==> config.mk <==
export PLATFORM = sky130hd
export DESIGN_NAME = rounded_frame_distance_unit
export DESIGN_NICKNAME = d
export VERILOG_FILES = /design/src/hdl/rfd_pkg.sv /design/src/hdl/rfd_geometry.sv /design/src/hdl/rfd_front.sv /design/src/hdl/rfd_sqrt_cell.sv /design/src/hdl/rounded_frame_distance_unit.sv
export SDC_FILE = /design/constraint.sdc
export NUM_CORES = 2
export LEC_CHECK = 0
export BUFFER_PORTS_ARGS = -buffer_cell sky130_fd_sc_hd__buf_2
export CELL_PAD_IN_SITES_DETAIL_PLACEMENT = 1
export CELL_PAD_IN_SITES_GLOBAL_PLACEMENT = 1
export CORE_ASPECT_RATIO = 1.75
export CORE_MARGIN = 1
export CORE_UTILIZATION = 48
export CTS_CLUSTER_SIZE = 10
export DETAILED_ROUTE_END_ITERATION = 7
export PLACE_DENSITY = 0.82
export RECOVER_POWER = 25
export SYNTH_ARGS = -nofsm -noshare
export SYNTH_HDL_FRONTEND = slang
export SYNTH_SLANG_ARGS = --single-unit
==> constraint.sdc <==
create_clock -name clk -period 7.5 [get_ports clk]
set_clock_uncertainty 0.1 [all_clocks]
set_input_delay 0.375 -clock clk [delete_from_list [all_inputs] [get_ports clk]]
set_output_delay 0.375 -clock clk [all_outputs]
set_load 0.03 [all_outputs]
==> src/hdl/rfd_pkg.sv <==
// ----------------------------------------------------------------------------
// rfd_pkg
// Shared types and constants of the rounded frame distance unit: fixed point
// format, register codes, geometry bundle and square root cell payload.
// ----------------------------------------------------------------------------
package rfd_pkg;

	// fixed point format, one pixel is ONE_UNIT
	localparam int FRAC_BITS = 4;
	localparam logic [15:0] ONE_UNIT = 16'(1 << FRAC_BITS);
	localparam logic [15:0] TWO_UNITS = 16'(2 << FRAC_BITS);

	// field widths
	localparam int COORD_W = 16;
	localparam int DIST_W = 18;
	localparam int DATA_W = 16;
	localparam int INDEX_W = 3;

	// square root chain: radicand, root and carried side term
	localparam int SQ_IN_W = 38;
	localparam int SQ_ROOT_W = 19;
	localparam int SIDE_W = 19;

	// register reset values
	localparam logic [15:0] RST_WIDTH = 16'd30720;
	localparam logic [15:0] RST_HEIGHT = 16'd17280;
	localparam logic [13:0] RST_THICK = 14'd128;
	localparam logic [14:0] RST_INSET = 15'h7fff;
	localparam logic [13:0] RST_RADIUS = 14'd256;

	// register indexes
	typedef enum logic [INDEX_W-1:0] {
		REG_OUTPUT_WIDTH    = 3'd0,
		REG_OUTPUT_HEIGHT   = 3'd1,
		REG_FRAME_THICKNESS = 3'd2,
		REG_INSET_LEFT      = 3'd3,
		REG_INSET_TOP       = 3'd4,
		REG_INSET_RIGHT     = 3'd5,
		REG_INSET_BOTTOM    = 3'd6,
		REG_CORNER_RADIUS   = 3'd7
	} cfg_reg_t;

	// resolved aperture geometry, rs2 in half units
	typedef struct packed {
		logic [13:0] l;
		logic [13:0] t;
		logic [15:0] w;
		logic [15:0] h;
		logic [15:0] rs2;
	} geo_t;

	// payload handed from cell to cell
	typedef struct packed {
		logic [SQ_IN_W-1:0]          rem;
		logic [SQ_ROOT_W-1:0]        root;
		logic signed [SIDE_W-1:0]    m2;
	} sqrt_t;

endpackage

==> src/hdl/rfd_geometry.sv <==
// ----------------------------------------------------------------------------
// rfd_geometry
// Configuration registers and the derived aperture geometry: resolved insets,
// inner size with one pixel minimum, and the clamped corner radius.
// ----------------------------------------------------------------------------
module rfd_geometry (
	input  logic                         clk,
	input  logic                         arst_n,
	input  logic                         cfg_we,
	input  logic [rfd_pkg::INDEX_W-1:0]  cfg_index,
	input  logic [rfd_pkg::DATA_W-1:0]   cfg_data,
	output rfd_pkg::geo_t                geo
);
	import rfd_pkg::*;

	logic [15:0] width_q;
	logic [15:0] height_q;
	logic [13:0] thick_q;
	logic [14:0] inset_l_q;
	logic [14:0] inset_t_q;
	logic [14:0] inset_r_q;
	logic [14:0] inset_b_q;
	logic [13:0] radius_q;

	logic [13:0] l_res, t_res, r_res, b_res;
	logic signed [17:0] w_raw, h_raw;
	logic [13:0] l_q, t_q;
	logic [15:0] w_q, h_q;
	logic [15:0] mn, hi2, r2, lo, rs2_n;
	logic [15:0] rs2_q;

	function automatic logic [13:0] resolve(input logic [14:0] raw, input logic [13:0] thick);
		return raw[14] ? thick : raw[13:0];
	endfunction

	// register writes
	always_ff @(posedge clk or negedge arst_n) begin
		if (!arst_n) begin
			width_q <= RST_WIDTH;
			height_q <= RST_HEIGHT;
			thick_q <= RST_THICK;
			inset_l_q <= RST_INSET;
			inset_t_q <= RST_INSET;
			inset_r_q <= RST_INSET;
			inset_b_q <= RST_INSET;
			radius_q <= RST_RADIUS;
		end else if (cfg_we) begin
			case (cfg_reg_t'(cfg_index))
				REG_OUTPUT_WIDTH: width_q <= cfg_data;
				REG_OUTPUT_HEIGHT: height_q <= cfg_data;
				REG_FRAME_THICKNESS: thick_q <= cfg_data[13:0];
				REG_INSET_LEFT: inset_l_q <= cfg_data[14:0];
				REG_INSET_TOP: inset_t_q <= cfg_data[14:0];
				REG_INSET_RIGHT: inset_r_q <= cfg_data[14:0];
				REG_INSET_BOTTOM: inset_b_q <= cfg_data[14:0];
				REG_CORNER_RADIUS: radius_q <= cfg_data[13:0];
				default: ;
			endcase
		end
	end

	// first level: insets and inner size
	always_comb begin
		l_res = resolve(inset_l_q, thick_q);
		t_res = resolve(inset_t_q, thick_q);
		r_res = resolve(inset_r_q, thick_q);
		b_res = resolve(inset_b_q, thick_q);
		w_raw = $signed({2'b00, width_q}) - $signed({4'b0000, l_res})
			- $signed({4'b0000, r_res});
		h_raw = $signed({2'b00, height_q}) - $signed({4'b0000, t_res})
			- $signed({4'b0000, b_res});
	end

	always_ff @(posedge clk) begin
		l_q <= l_res;
		t_q <= t_res;
		w_q <= (w_raw < $signed({2'b00, ONE_UNIT})) ? ONE_UNIT : w_raw[15:0];
		h_q <= (h_raw < $signed({2'b00, ONE_UNIT})) ? ONE_UNIT : h_raw[15:0];
	end

	// second level: radius in half units, clamped to one pixel and half the short side
	always_comb begin
		mn = (w_q < h_q) ? w_q : h_q;
		hi2 = (mn < TWO_UNITS) ? TWO_UNITS : mn;
		r2 = {1'b0, radius_q, 1'b0};
		lo = (r2 < TWO_UNITS) ? TWO_UNITS : r2;
		rs2_n = (lo > hi2) ? hi2 : lo;
	end

	always_ff @(posedge clk) begin
		rs2_q <= rs2_n;
	end

	assign geo = '{l: l_q, t: t_q, w: w_q, h: h_q, rs2: rs2_q};

endmodule

==> src/hdl/rfd_front.sv <==
// ----------------------------------------------------------------------------
// rfd_front
// Front pipeline: center offsets, per axis corner distances, squares and the
// radicand in quarter units that feeds the square root chain.
// ----------------------------------------------------------------------------
module rfd_front (
	input  logic                         clk,
	input  logic                         arst_n,
	input  logic                         in_valid,
	output logic                         in_ready,
	input  logic [rfd_pkg::COORD_W-1:0]  pixel_x,
	input  logic [rfd_pkg::COORD_W-1:0]  pixel_y,
	input  rfd_pkg::geo_t                geo,
	output logic                         out_valid,
	input  logic                         out_ready,
	output rfd_pkg::sqrt_t               out_data
);
	import rfd_pkg::*;

	logic valid_s1, valid_s2, valid_s3, valid_s4, valid_s5, valid_s6;
	logic ld1, ld2, ld3, ld4, ld5, ld6;

	logic [COORD_W-1:0] px_s1, py_s1;
	logic signed [18:0] dx_s2, dy_s2;
	logic signed [18:0] qx_s3, qy_s3;
	logic [17:0] ax_s4, ay_s4;
	logic signed [SIDE_W-1:0] m2_s4, m2_s5;
	logic [34:0] sqx_s5, sqy_s5;
	sqrt_t rad_s6;

	logic signed [18:0] dx_n, dy_n, adx, ady, qx_n, qy_n;
	logic signed [18:0] mx, mneg, mr;
	logic [35:0] sqx_n, sqy_n, sum_n;

	// stage loads, a stage moves when empty or when the next one moves
	assign ld6 = !valid_s6 || out_ready;
	assign ld5 = !valid_s5 || ld6;
	assign ld4 = !valid_s4 || ld5;
	assign ld3 = !valid_s3 || ld4;
	assign ld2 = !valid_s2 || ld3;
	assign ld1 = !valid_s1 || ld2;
	assign in_ready = ld1;

	always_ff @(posedge clk or negedge arst_n) begin
		if (!arst_n) begin
			valid_s1 <= 1'b0;
			valid_s2 <= 1'b0;
			valid_s3 <= 1'b0;
			valid_s4 <= 1'b0;
			valid_s5 <= 1'b0;
			valid_s6 <= 1'b0;
		end else begin
			if (ld1) valid_s1 <= in_valid;
			if (ld2) valid_s2 <= valid_s1;
			if (ld3) valid_s3 <= valid_s2;
			if (ld4) valid_s4 <= valid_s3;
			if (ld5) valid_s5 <= valid_s4;
			if (ld6) valid_s6 <= valid_s5;
		end
	end

	// offset from the doubled center, half units
	always_comb begin
		dx_n = $signed({2'b00, px_s1, 1'b0}) - $signed({4'b0000, geo.l, 1'b0})
			- $signed({3'b000, geo.w});
		dy_n = $signed({2'b00, py_s1, 1'b0}) - $signed({4'b0000, geo.t, 1'b0})
			- $signed({3'b000, geo.h});
	end

	// distance past the straight edge of the corner box
	always_comb begin
		adx = dx_s2[18] ? -dx_s2 : dx_s2;
		ady = dy_s2[18] ? -dy_s2 : dy_s2;
		qx_n = adx + $signed({3'b000, geo.rs2}) - $signed({3'b000, geo.w});
		qy_n = ady + $signed({3'b000, geo.rs2}) - $signed({3'b000, geo.h});
	end

	// inside term and radius folded into one side value
	always_comb begin
		mx = (qx_s3 > qy_s3) ? qx_s3 : qy_s3;
		mneg = mx[18] ? mx : '0;
		mr = mneg - $signed({3'b000, geo.rs2});
	end

	// squares and radicand
	always_comb begin
		sqx_n = {18'd0, ax_s4} * {18'd0, ax_s4};
		sqy_n = {18'd0, ay_s4} * {18'd0, ay_s4};
		sum_n = {1'b0, sqx_s5} + {1'b0, sqy_s5};
	end

	always_ff @(posedge clk) begin
		if (ld1) begin
			px_s1 <= pixel_x;
			py_s1 <= pixel_y;
		end
		if (ld2) begin
			dx_s2 <= dx_n;
			dy_s2 <= dy_n;
		end
		if (ld3) begin
			qx_s3 <= qx_n;
			qy_s3 <= qy_n;
		end
		if (ld4) begin
			ax_s4 <= qx_s3[18] ? '0 : qx_s3[17:0];
			ay_s4 <= qy_s3[18] ? '0 : qy_s3[17:0];
			m2_s4 <= {mr[17:0], 1'b0};
		end
		if (ld5) begin
			sqx_s5 <= sqx_n[34:0];
			sqy_s5 <= sqy_n[34:0];
			m2_s5 <= m2_s4;
		end
		if (ld6) begin
			rad_s6.rem <= {sum_n, 2'b00};
			rad_s6.root <= '0;
			rad_s6.m2 <= m2_s5;
		end
	end

	assign out_valid = valid_s6;
	assign out_data = rad_s6;

endmodule

==> src/hdl/rfd_sqrt_cell.sv <==
// ----------------------------------------------------------------------------
// rfd_sqrt_cell
// One cell of the square root chain: decides one root bit by a trial
// subtract and hands remainder, partial root and side value to the next cell.
// ----------------------------------------------------------------------------
module rfd_sqrt_cell #(
	parameter int BIT = 0
) (
	input  logic            clk,
	input  logic            arst_n,
	input  logic            in_valid,
	output logic            in_ready,
	input  rfd_pkg::sqrt_t  in_data,
	output logic            out_valid,
	input  logic            out_ready,
	output rfd_pkg::sqrt_t  out_data
);
	import rfd_pkg::*;

	localparam int TW = SQ_IN_W + 2;

	logic [TW-1:0] trial, rem_ext;
	logic take;
	logic valid_q;
	sqrt_t data_q, data_n;

	// (root + 2^BIT)^2 - root^2, root only holds bits above BIT
	always_comb begin
		trial = ({{(TW-SQ_ROOT_W){1'b0}}, in_data.root} << (BIT + 1))
			| ({{(TW-1){1'b0}}, 1'b1} << (2 * BIT));
		rem_ext = {2'b00, in_data.rem};
		take = rem_ext >= trial;
		data_n.rem = take ? (in_data.rem - trial[SQ_IN_W-1:0]) : in_data.rem;
		data_n.root = take ? (in_data.root | (SQ_ROOT_W'(1) << BIT)) : in_data.root;
		data_n.m2 = in_data.m2;
	end

	assign in_ready = !valid_q || out_ready;

	always_ff @(posedge clk or negedge arst_n) begin
		if (!arst_n) begin
			valid_q <= 1'b0;
		end else if (in_ready) begin
			valid_q <= in_valid;
		end
	end

	always_ff @(posedge clk) begin
		if (in_ready) begin
			data_q <= data_n;
		end
	end

	assign out_valid = valid_q;
	assign out_data = data_q;

endmodule

==> src/hdl/rounded_frame_distance_unit.sv <==
// ----------------------------------------------------------------------------
// rounded_frame_distance_unit
// Negated signed distance from a pixel to a rounded inner rectangle.
// ----------------------------------------------------------------------------
// Takes one pixel per clock while the output does not stall and returns one
// distance per pixel through six front stages (offsets, corner distances,
// squares, radicand), a chain of 19 square root cells that settle one root
// bit each, a rounding stage and the output register. Every stage holds its
// item until the next one frees up, so a stalled output stops only the items
// behind it. Register writes reach the derived geometry through registers.
// ----------------------------------------------------------------------------
module rounded_frame_distance_unit (
	input  logic         clk,
	input  logic         arst_n,
	// configuration write port
	input  logic         cfg_we,
	input  logic [2:0]   cfg_index,
	input  logic [15:0]  cfg_data,
	// pixel stream
	input  logic         s_axis_tvalid,
	output logic         s_axis_tready,
	input  logic [31:0]  s_axis_tdata,  // [15:0] pixel_x, [31:16] pixel_y
	// distance stream
	output logic         m_axis_tvalid,
	input  logic         m_axis_tready,
	output logic [23:0]  m_axis_tdata   // [17:0] frame_distance, [23:18] zero
);
	import rfd_pkg::*;

	localparam int NCELL = SQ_ROOT_W;

	geo_t geo;
	sqrt_t cell_d [0:NCELL];
	logic cell_v [0:NCELL];
	logic cell_rdy [0:NCELL];

	logic rnd_valid_s1, out_valid_s2;
	logic ld_rnd, ld_out;
	logic [SQ_ROOT_W:0] sq_s1;
	logic signed [SIDE_W-1:0] m2_s1;
	logic signed [DIST_W-1:0] dist_s2;
	logic [SQ_ROOT_W:0] sq_n;
	logic signed [20:0] nsum;

	// configuration and geometry
	rfd_geometry u_geometry (
		.clk      (clk),
		.arst_n   (arst_n),
		.cfg_we   (cfg_we),
		.cfg_index(cfg_index),
		.cfg_data (cfg_data),
		.geo      (geo)
	);

	// front pipeline
	rfd_front u_front (
		.clk      (clk),
		.arst_n   (arst_n),
		.in_valid (s_axis_tvalid),
		.in_ready (s_axis_tready),
		.pixel_x  (s_axis_tdata[15:0]),
		.pixel_y  (s_axis_tdata[31:16]),
		.geo      (geo),
		.out_valid(cell_v[0]),
		.out_ready(cell_rdy[0]),
		.out_data (cell_d[0])
	);

	// square root chain, most significant root bit first
	for (genvar c = 0; c < NCELL; c++) begin : g_cell
		rfd_sqrt_cell #(
			.BIT(NCELL - 1 - c)
		) u_cell (
			.clk      (clk),
			.arst_n   (arst_n),
			.in_valid (cell_v[c]),
			.in_ready (cell_rdy[c]),
			.in_data  (cell_d[c]),
			.out_valid(cell_v[c+1]),
			.out_ready(cell_rdy[c+1]),
			.out_data (cell_d[c+1])
		);
	end

	// rounding and output stage loads
	assign ld_out = !out_valid_s2 || m_axis_tready;
	assign ld_rnd = !rnd_valid_s1 || ld_out;
	assign cell_rdy[NCELL] = ld_rnd;

	always_ff @(posedge clk or negedge arst_n) begin
		if (!arst_n) begin
			rnd_valid_s1 <= 1'b0;
			out_valid_s2 <= 1'b0;
		end else begin
			if (ld_rnd) rnd_valid_s1 <= cell_v[NCELL];
			if (ld_out) out_valid_s2 <= rnd_valid_s1;
		end
	end

	// round the root to nearest, then -d rounded half up is floor((2 - v4) / 4)
	always_comb begin
		sq_n = {1'b0, cell_d[NCELL].root}
			+ (SQ_ROOT_W+1)'(cell_d[NCELL].rem > {{(SQ_IN_W-SQ_ROOT_W){1'b0}}, cell_d[NCELL].root});
		nsum = 21'sd2 - $signed({1'b0, sq_s1}) - $signed({{2{m2_s1[SIDE_W-1]}}, m2_s1});
	end

	// the value always fits the output range, so no clamp is needed
	always_ff @(posedge clk) begin
		if (ld_rnd) begin
			sq_s1 <= sq_n;
			m2_s1 <= cell_d[NCELL].m2;
		end
		if (ld_out) begin
			dist_s2 <= nsum[19:2];
		end
	end

	assign m_axis_tvalid = out_valid_s2;
	assign m_axis_tdata = {6'd0, dist_s2};

	// an empty output stage lets every stage move, so the input is open
	a_ready_when_empty: assert property (@(posedge clk) disable iff (!arst_n)
		!m_axis_tvalid |-> s_axis_tready)
		else $error("input stalled while output stage empty");

	// after the last cell the remainder stays within twice the root
	a_root_remainder: assert property (@(posedge clk) disable iff (!arst_n)
		cell_v[NCELL] |-> (cell_d[NCELL].rem
			<= {{(SQ_IN_W-SQ_ROOT_W-1){1'b0}}, cell_d[NCELL].root, 1'b0}))
		else $error("square root remainder out of range");

	// the side term carries minus twice the radius at least, never positive
	a_side_negative: assert property (@(posedge clk) disable iff (!arst_n)
		cell_v[NCELL] |-> cell_d[NCELL].m2[SIDE_W-1])
		else $error("side term lost its sign");

endmodule
# After elaboration in Yosys (flattened, before gate mapping)
# Index checks and enable logic that the tools add are counted.
# op_classes
add_sub_neg	38
n_mul	2
magnitude_cmp	27
n_eq_ne	7
mux	31
reduce_logical	63
# op_table
operator	count
38-bit 2-to-1 mux	19
19-bit by 17-bit subtractor with 19-bit output	4
18-bit by 18-bit multiplier with 35-bit output	2
19-bit 2-to-1 mux	3
14-bit 2-to-1 mux	4
16-bit 2-to-1 mux	3
19-bit by 17-bit adder with 19-bit output	2
38-bit by 20-bit >= comparator with 1-bit output	1
38-bit by 21-bit >= comparator with 1-bit output	1
38-bit by 22-bit >= comparator with 1-bit output	1
38-bit by 23-bit >= comparator with 1-bit output	1
38-bit by 24-bit >= comparator with 1-bit output	1
38-bit by 25-bit >= comparator with 1-bit output	1
38-bit by 26-bit >= comparator with 1-bit output	1
38-bit by 27-bit >= comparator with 1-bit output	1
38-bit by 28-bit >= comparator with 1-bit output	1
38-bit by 29-bit >= comparator with 1-bit output	1
38-bit by 30-bit >= comparator with 1-bit output	1
38-bit by 31-bit >= comparator with 1-bit output	1
38-bit by 32-bit >= comparator with 1-bit output	1
38-bit by 33-bit >= comparator with 1-bit output	1
38-bit by 34-bit >= comparator with 1-bit output	1
38-bit by 35-bit >= comparator with 1-bit output	1
38-bit by 36-bit >= comparator with 1-bit output	1
46 further kinds	114
# word_totals
ff_bits	2008
in_bits	56
output_inout_bits	26
elab_cells	302

# Longest topological paths before layout
# logic_depth
depth_word	28
mapped_depth	28
depth_no_buf	26

# Cells and area by module
# From an unflattened synthesis, not the netlist that was laid out.
# unflattened
hier_cells	10838
hier_area_um2	125255.1
# by_module_without_submodules
module	n_inst	cells_per_inst	area_per_inst_um2	seq_area_each_um2
rfd_front	1	3532	36000.8	9218.8
rfd_geometry	1	1047	11168.2	4611.9
rounded_frame_distance_unit	1	387	4204.0	1761.7
rfd_sqrt_cell (g_cell[18].u_cell)	1	358	4200.3	2307.2
rfd_sqrt_cell (g_cell[17].u_cell)	1	356	4177.8	2307.2
rfd_sqrt_cell (g_cell[13].u_cell)	1	341	4110.2	2307.2
rfd_sqrt_cell (g_cell[15].u_cell)	1	324	4048.9	2307.2
rfd_sqrt_cell (g_cell[14].u_cell)	1	329	4015.1	2307.2
rfd_sqrt_cell (g_cell[12].u_cell)	1	326	3960.0	2307.2
rfd_sqrt_cell (g_cell[10].u_cell)	1	316	3935.0	2307.2
rfd_sqrt_cell (g_cell[5].u_cell)	1	289	3900.0	2307.2
rfd_sqrt_cell (g_cell[16].u_cell)	1	323	3886.2	2307.2
rfd_sqrt_cell (g_cell[9].u_cell)	1	319	3841.2	2307.2
rfd_sqrt_cell (g_cell[11].u_cell)	1	313	3837.4	2307.2
8 more rows	-	-	-	-

# Worst setup path after synthesis
# Ideal clock, no wire load.
# synth_path
kind	reg2reg
startpoint	reg out_valid_s2 (netlist: m_axis_tvalid)
endpoint	reg g_cell[5].u_cell.data_q, in the netlist g_cell[5].u_cell.out_data[10] (enable)
setup_ns	0.822
arrival_ns	6.698
required_time_ns	6.578
path_slack_ns	-0.121
path_stages_with_launch	10
n_path_buf	0
period_less_slack_ns	7.621
path_cell_list	dfrtp_1 nor2b_1 nand2_1 nor2_1 and3_1 inv_1 nor2_1 nand3_1 inv_1 nand3_1
# synth_via
elab_chain_cells	17
# synth_rtl
item	line	source
from (decl)	rounded_frame_distance_unit.sv:37	logic rnd_valid_s1, out_valid_s2;
from (signal assigned)	rounded_frame_distance_unit.sv:96	if (ld_out) out_valid_s2 <= rnd_valid_s1;
1-bit zero test	rounded_frame_distance_unit.sv:86	assign ld_out = !out_valid_s2 || m_axis_tready;
1-bit logical OR	rounded_frame_distance_unit.sv:86	
1-bit logical OR	rounded_frame_distance_unit.sv:87	assign ld_rnd = !rnd_valid_s1 || ld_out;
named net g_cell[18].u_cell.out_ready	rfd_sqrt_cell.sv:15	input logic out_ready,
1-bit logical OR (5 in a row)	rfd_sqrt_cell.sv:38	assign in_ready = !valid_q || out_ready;
named net g_cell[13].u_cell.out_ready	rfd_sqrt_cell.sv:15	
1-bit logical OR (7 in a row)	rfd_sqrt_cell.sv:38	
named net g_cell[6].u_cell.out_ready	rfd_sqrt_cell.sv:15	
1-bit logical OR (2 in a row)	rfd_sqrt_cell.sv:38	
named net g_cell[4].u_cell.out_ready	rfd_sqrt_cell.sv:15	
to (signal assigned)	rfd_sqrt_cell.sv:50	data_q <= data_n;
to (decl)	rfd_sqrt_cell.sv:25	sqrt_t data_q, data_n;
# The timed path passes the listed nets, and every way through them passes these cells.
# A chain may end at the register's enable or synchronous reset.

# Final worst setup path
# layout_path
startpoint	reg u_front.ay_s4[12]
endpoint	reg u_front.sqy_s5[34], data pin
# layout_via
elab_chain_cells	1
# layout_rtl
item	line	source
from (decl)	rfd_front.sv:26	logic [17:0] ax_s4, ay_s4;
from (signal assigned)	rfd_front.sv:107	ay_s4 <= qy_s3[18] ? '0 : qy_s3[17:0];
18-bit by 18-bit multiplier with 35-bit output	rfd_front.sv:88	sqy_n = {18'd0, ay_s4} * {18'd0, ay_s4};
named net u_front.sqy_n[34]	rfd_front.sv:33	logic [35:0] sqx_n, sqy_n, sum_n;
to (signal assigned)	rfd_front.sv:112	sqy_s5 <= sqy_n[34:0];
to (decl)	rfd_front.sv:28	logic [34:0] sqx_s5, sqy_s5;
# The timed path passes the listed nets, and every way through them passes these cells.

==> flow_summary.html <==
<table>
<tr><th>Metric</th><th>Value</th></tr>
<tr><th colspan="2">Run status</th></tr>
<tr><td>Status</td><td>finished clean</td></tr>
<tr><th colspan="2">STA</th></tr>
<tr><td>Max Slew Vio Count</td><td>0</td></tr>
<tr><td>Slew of the pin with the lowest slew margin</td><td>1180 ps</td></tr>
<tr><td>RSZ-0062 raised after global routing</td><td>false</td></tr>
<tr><td>Relative slew slack</td><td>0.212</td></tr>
<tr><td>Setup violations, final</td><td>0</td></tr>
<tr><td>Setup TNS Final</td><td>0 ps</td></tr>
<tr><td>Final hold viol count</td><td>0</td></tr>
<tr><td>Final WS setup</td><td>260 ps</td></tr>
<tr><td>Highest attainable clock frequency</td><td>138 MHz</td></tr>
<tr><td>Worst Hold Margin</td><td>52.6 ps</td></tr>
<tr><td>Min cycle time layout</td><td>7240 ps</td></tr>
<tr><td>Final Cycle Share</td><td>0.965</td></tr>
<tr><th colspan="2">Clock tree</th></tr>
<tr><td>Num CTS Buffers</td><td>208</td></tr>
<tr><td>CTS sink cnt</td><td>1798</td></tr>
<tr><td>Max Buffers Root-to-Sink</td><td>4</td></tr>
<tr><td>Clock latency on the worst-skew pair</td><td>900 ps</td></tr>
<tr><td>Clock tree from TritonCTS</td><td>yes</td></tr>
<tr><td>CTS root buf</td><td>sky130_fd_sc_hd__clkbuf_16</td></tr>
<tr><td>Level count of the clock H-tree</td><td>4</td></tr>
<tr><td>Worst-path clk slew</td><td>70 ps</td></tr>
<tr><th colspan="2">Route</th></tr>
<tr><td>Total number of vias</td><td>65299</td></tr>
<tr><td>Routed length per instance</td><td>25.0 µm</td></tr>
<tr><td>DRC marker count from the first detailed-route iteration</td><td>2816</td></tr>
<tr><td>Vias per cell</td><td>5.63</td></tr>
<tr><td>Overall routed net length</td><td>290000 µm</td></tr>
<tr><td>Drc violations</td><td>0</td></tr>
<tr><td>ANT nets after route</td><td>0</td></tr>
<tr><td>First drt pass iteration count</td><td>7</td></tr>
<tr><th colspan="2">Floorplan</th></tr>
<tr><td>Die Area</td><td>214000 µm²</td></tr>
<tr><td>Die extent in y</td><td>611 µm</td></tr>
<tr><td>CORE AREA</td><td>211000 µm²</td></tr>
<tr><td>I/O pin cnt</td><td>82</td></tr>
<tr><td>Row Count</td><td>223</td></tr>
<tr><td>Die outline width</td><td>350 µm</td></tr>
<tr><td>Starting utilization of the core area</td><td>0.483</td></tr>
<tr><th colspan="2">Place</th></tr>
<tr><td>Port bufs</td><td>75</td></tr>
<tr><td>Cell total after placement</td><td>11217</td></tr>
<tr><td>Pre-CTS worst setup slack</td><td>137 ps</td></tr>
<tr><td>Detailed-placement wirelength estimate</td><td>227000 µm</td></tr>
<tr><td>Routability cong.</td><td>0.937</td></tr>
<tr><th colspan="2">Global routing</th></tr>
<tr><td>Via count of the first global-routing pass</td><td>75858</td></tr>
<tr><td>Number of antenna violations at the first check in global routing</td><td>3</td></tr>
<tr><td>Remaining global-route overflow</td><td>0</td></tr>
<tr><td>Wire length of the first global-routing pass</td><td>437000 µm</td></tr>
<tr><td>Total global routing track utilization</td><td>0.273</td></tr>
<tr><td>Largest net degree at the start of global routing</td><td>95</td></tr>
<tr><th colspan="2">Synth</th></tr>
<tr><td>Number of storage elements in the synthesis netlist</td><td>1798</td></tr>
<tr><td>Distinct cell type count of the synthesized netlist</td><td>92</td></tr>
<tr><td>Dominant cell type by area after synthesis</td><td>sky130_fd_sc_hd__edfxtp_1</td></tr>
<tr><td>Dominant cells by area after synthesis</td><td>sky130_fd_sc_hd__edfxtp_1 (46%), sky130_fd_sc_hd__fa_1 (9.5%), sky130_fd_sc_hd__ha_1 (9.0%), sky130_fd_sc_hd__inv_1 (4.3%), sky130_fd_sc_hd__xnor2_1 (3.6%)</td></tr>
<tr><td>Count of flip-flops with a built-in enable after synthesis</td><td>1575</td></tr>
<tr><td>Number of warnings reported in the yosys synthesis log</td><td>0</td></tr>
<tr><td>Post-Syn Area per Cell</td><td>12.2 µm²</td></tr>
<tr><td>Cell Area, Synth</td><td>102000 µm²</td></tr>
<tr><td>Area fraction of the dominant cell type after synthesis</td><td>0.465</td></tr>
<tr><td>Primary flip-flop cell chosen by synthesis mapping</td><td>sky130_fd_sc_hd__edfxtp_1</td></tr>
<tr><td>Share of the yosys chip area belonging to registers</td><td>0.517</td></tr>
<tr><td>Async set or reset register ratio after synthesis</td><td>0.0818</td></tr>
<tr><td>Post-Syn Instances</td><td>8366</td></tr>
<tr><th colspan="2">Worst setup path</th></tr>
<tr><td>Category of the critical setup timing path</td><td>register to register</td></tr>
<tr><td>Type of origin of the critical path</td><td>register</td></tr>
<tr><td>Crit path cell chain</td><td>nand2_1 -&gt; fa_1 -&gt; fa_1 -&gt; fa_1 -&gt; inv_1 -&gt; fa_1 -&gt; fa_1 -&gt; inv_1 -&gt; fa_1 -&gt; inv_1 -&gt; ha_1 -&gt; a21o_1 -&gt; a211o_1 -&gt; or4_1 -&gt; nor3_1 -&gt; o31ai_1 -&gt; a31oi_1 -&gt; nand3_1 -&gt; a31o_2 -&gt; a21oi_1 -&gt; xnor2_1</td></tr>
<tr><td>Highest cell delay on the worst timing path</td><td>690 ps</td></tr>
<tr><td>Nature of the critical path endpoint</td><td>register</td></tr>
<tr><td>Slowest cell on the critical path</td><td>sky130_fd_sc_hd__edfxtp_1</td></tr>
<tr><td>Library cell appearing most often on the critical path</td><td>sky130_fd_sc_hd__fa_1</td></tr>
<tr><td>Endpoint required time on the critical path</td><td>8010 ps</td></tr>
<tr><td>Data arrival at the endpoint of the critical path</td><td>7750 ps</td></tr>
<tr><td>Maximum net fanout on the critical path</td><td>12</td></tr>
<tr><th colspan="2">Cells and area</th></tr>
<tr><td>Fill cell instance count of the final layout</td><td>21580</td></tr>
<tr><td>Area grow syn2layout</td><td>10.4%</td></tr>
<tr><td>Non-filler cells, final</td><td>11592</td></tr>
<tr><td>Area of combinational cells with multiple inputs</td><td>44400 µm²</td></tr>
<tr><td>Area taken by flip-flops and latches</td><td>52600 µm²</td></tr>
<tr><td>Fraction of layout cells with a size suffix above 1</td><td>0.0804</td></tr>
<tr><td>Most frequent standard cell in the layout excluding fill and tap cells</td><td>sky130_fd_sc_hd__edfxtp_1</td></tr>
<tr><td>Top library cells by usage in the layout, fill and taps aside</td><td>sky130_fd_sc_hd__edfxtp_1 (1575), sky130_fd_sc_hd__inv_1 (1162), sky130_fd_sc_hd__ha_1 (731), sky130_fd_sc_hd__nand2_1 (526), sky130_fd_sc_hd__fa_1 (485)</td></tr>
<tr><td>Final nets</td><td>9950</td></tr>
<tr><th colspan="2">Worst hold path</th></tr>
<tr><td>Path type of the worst min-delay path</td><td>primary input to register</td></tr>
<tr><th colspan="2">Run</th></tr>
<tr><td>Max-capacitance violation count</td><td>0</td></tr>
</table>
stage by stage:
stage                util  cell area [µm²]
floorplan               -           102000
global placement    0.503           106000
detailed placement  0.503           106000
CTS                 0.533           112000
global route        0.533           112000
finish              0.533           112000
layout make-up:
cell class	instances	area share
well taps	2812	0.0313
clock inverters	12	0.00114
flip-flops and latches	1798	0.468
clock buffers	299	0.0499
inverters	1172	0.0392
repair buffers	237	0.0153
multi-input cells	5261	0.395
diodes	1	0.0000223
synthesized netlist by cell type (115+ instances only):
master                        n
sky130_fd_sc_hd__ha_1       731
sky130_fd_sc_hd__inv_1     1168
sky130_fd_sc_hd__xnor2_1    420
sky130_fd_sc_hd__clkbuf_1   119
sky130_fd_sc_hd__nand2_1    533
sky130_fd_sc_hd__nor4_1     117
sky130_fd_sc_hd__nand3_1    142
sky130_fd_sc_hd__o21ai_0    280
sky130_fd_sc_hd__and2_1     160
sky130_fd_sc_hd__mux2_2     141
sky130_fd_sc_hd__edfxtp_1  1575
sky130_fd_sc_hd__nor3_1     161
sky130_fd_sc_hd__xor2_1     190
sky130_fd_sc_hd__nand2b_1   115
sky130_fd_sc_hd__fa_1       485
sky130_fd_sc_hd__a21oi_1    336
sky130_fd_sc_hd__nor2_1     413
sky130_fd_sc_hd__a21o_1     156
per-layer routing:
| layer | up-vias | GRT usage | wire length (µm) |
|---|---|---|---|
| met2 | 1622 | 0.555 | 168000 |
| met3 | 1114 | 0.0343 | 8150 |
| met4 | 2 | 0.286 | 36200 |
| met5 | - | 0 | 14 |
| met1 | 32932 | 0.199 | 78100 |
| li1 | 29629 | - | - |
state kept, by name, indices dropped and copies added (netlist names), 20 cells and up:
signal / cells
u_front.out_data: 54
u_front.sqy_s5: 34
u_front.sqx_s5: 34
sq_s1: 20
g_cell.u_cell.out_data: 1217
cells by family (layout without fill, tap and decap cells):
kind of cell / Yosys count / after routing / synth area share
and+or+nand+nor: 2019 / 2019 / 0.0994
DFF: 1798 / 1798 / 0.517
buffers and inverters: 1313 / 1720 / 0.0488
adders and majority gates: 1216 / 1216 / 0.185
AOI/OAI and AO/OA: 1188 / 1188 / 0.0737
xor gates and xnor gates: 610 / 610 / 0.0525
muxes: 221 / 221 / 0.0235
other: 1 / 8 / 0.0000368
worst paths after layout:
check                      depth (start not counted)                             to  slack, ps                           from
max                                               21             u_front.sqy_s5[34]        260              u_front.ay_s4[12]
min                                                3          u_geometry.width_q[0]         50                   cfg_index[2]
max reg2reg                                       21             u_front.sqy_s5[34]        260              u_front.ay_s4[12]
min reg2reg                                        0  g_cell[4].u_cell.out_data[16]        290  g_cell[3].u_cell.out_data[16]
max in group asynchronous                          3     g_cell[0].u_cell.out_valid       5790                         arst_n
min in group asynchronous                          2          u_geometry.width_q[9]        120                         arst_n
repair_timing:
action / CTS / global route
setup endpoints to repair: 0 / 3
gates resized for setup: 0 / 2
hold endpoints to repair: 218 / 0
buffers inserted: 0 / 12
hold buffers: 51 / 0
worst max-delay path, delay by kind of cell (launching register included):
kind	cells	cell delay (ps)
adder cells (fa/ha/maj)	7	3470
AO/OA/AOI/OAI	6	1450
XOR/XNOR	1	80
buffers and inverters	3	160
AND/OR/NAND/NOR	4	990
flip-flops	1	690
Power is not shown: default switching activity piles up to over one toggle a cycle in this logic, so the estimate is an artifact.
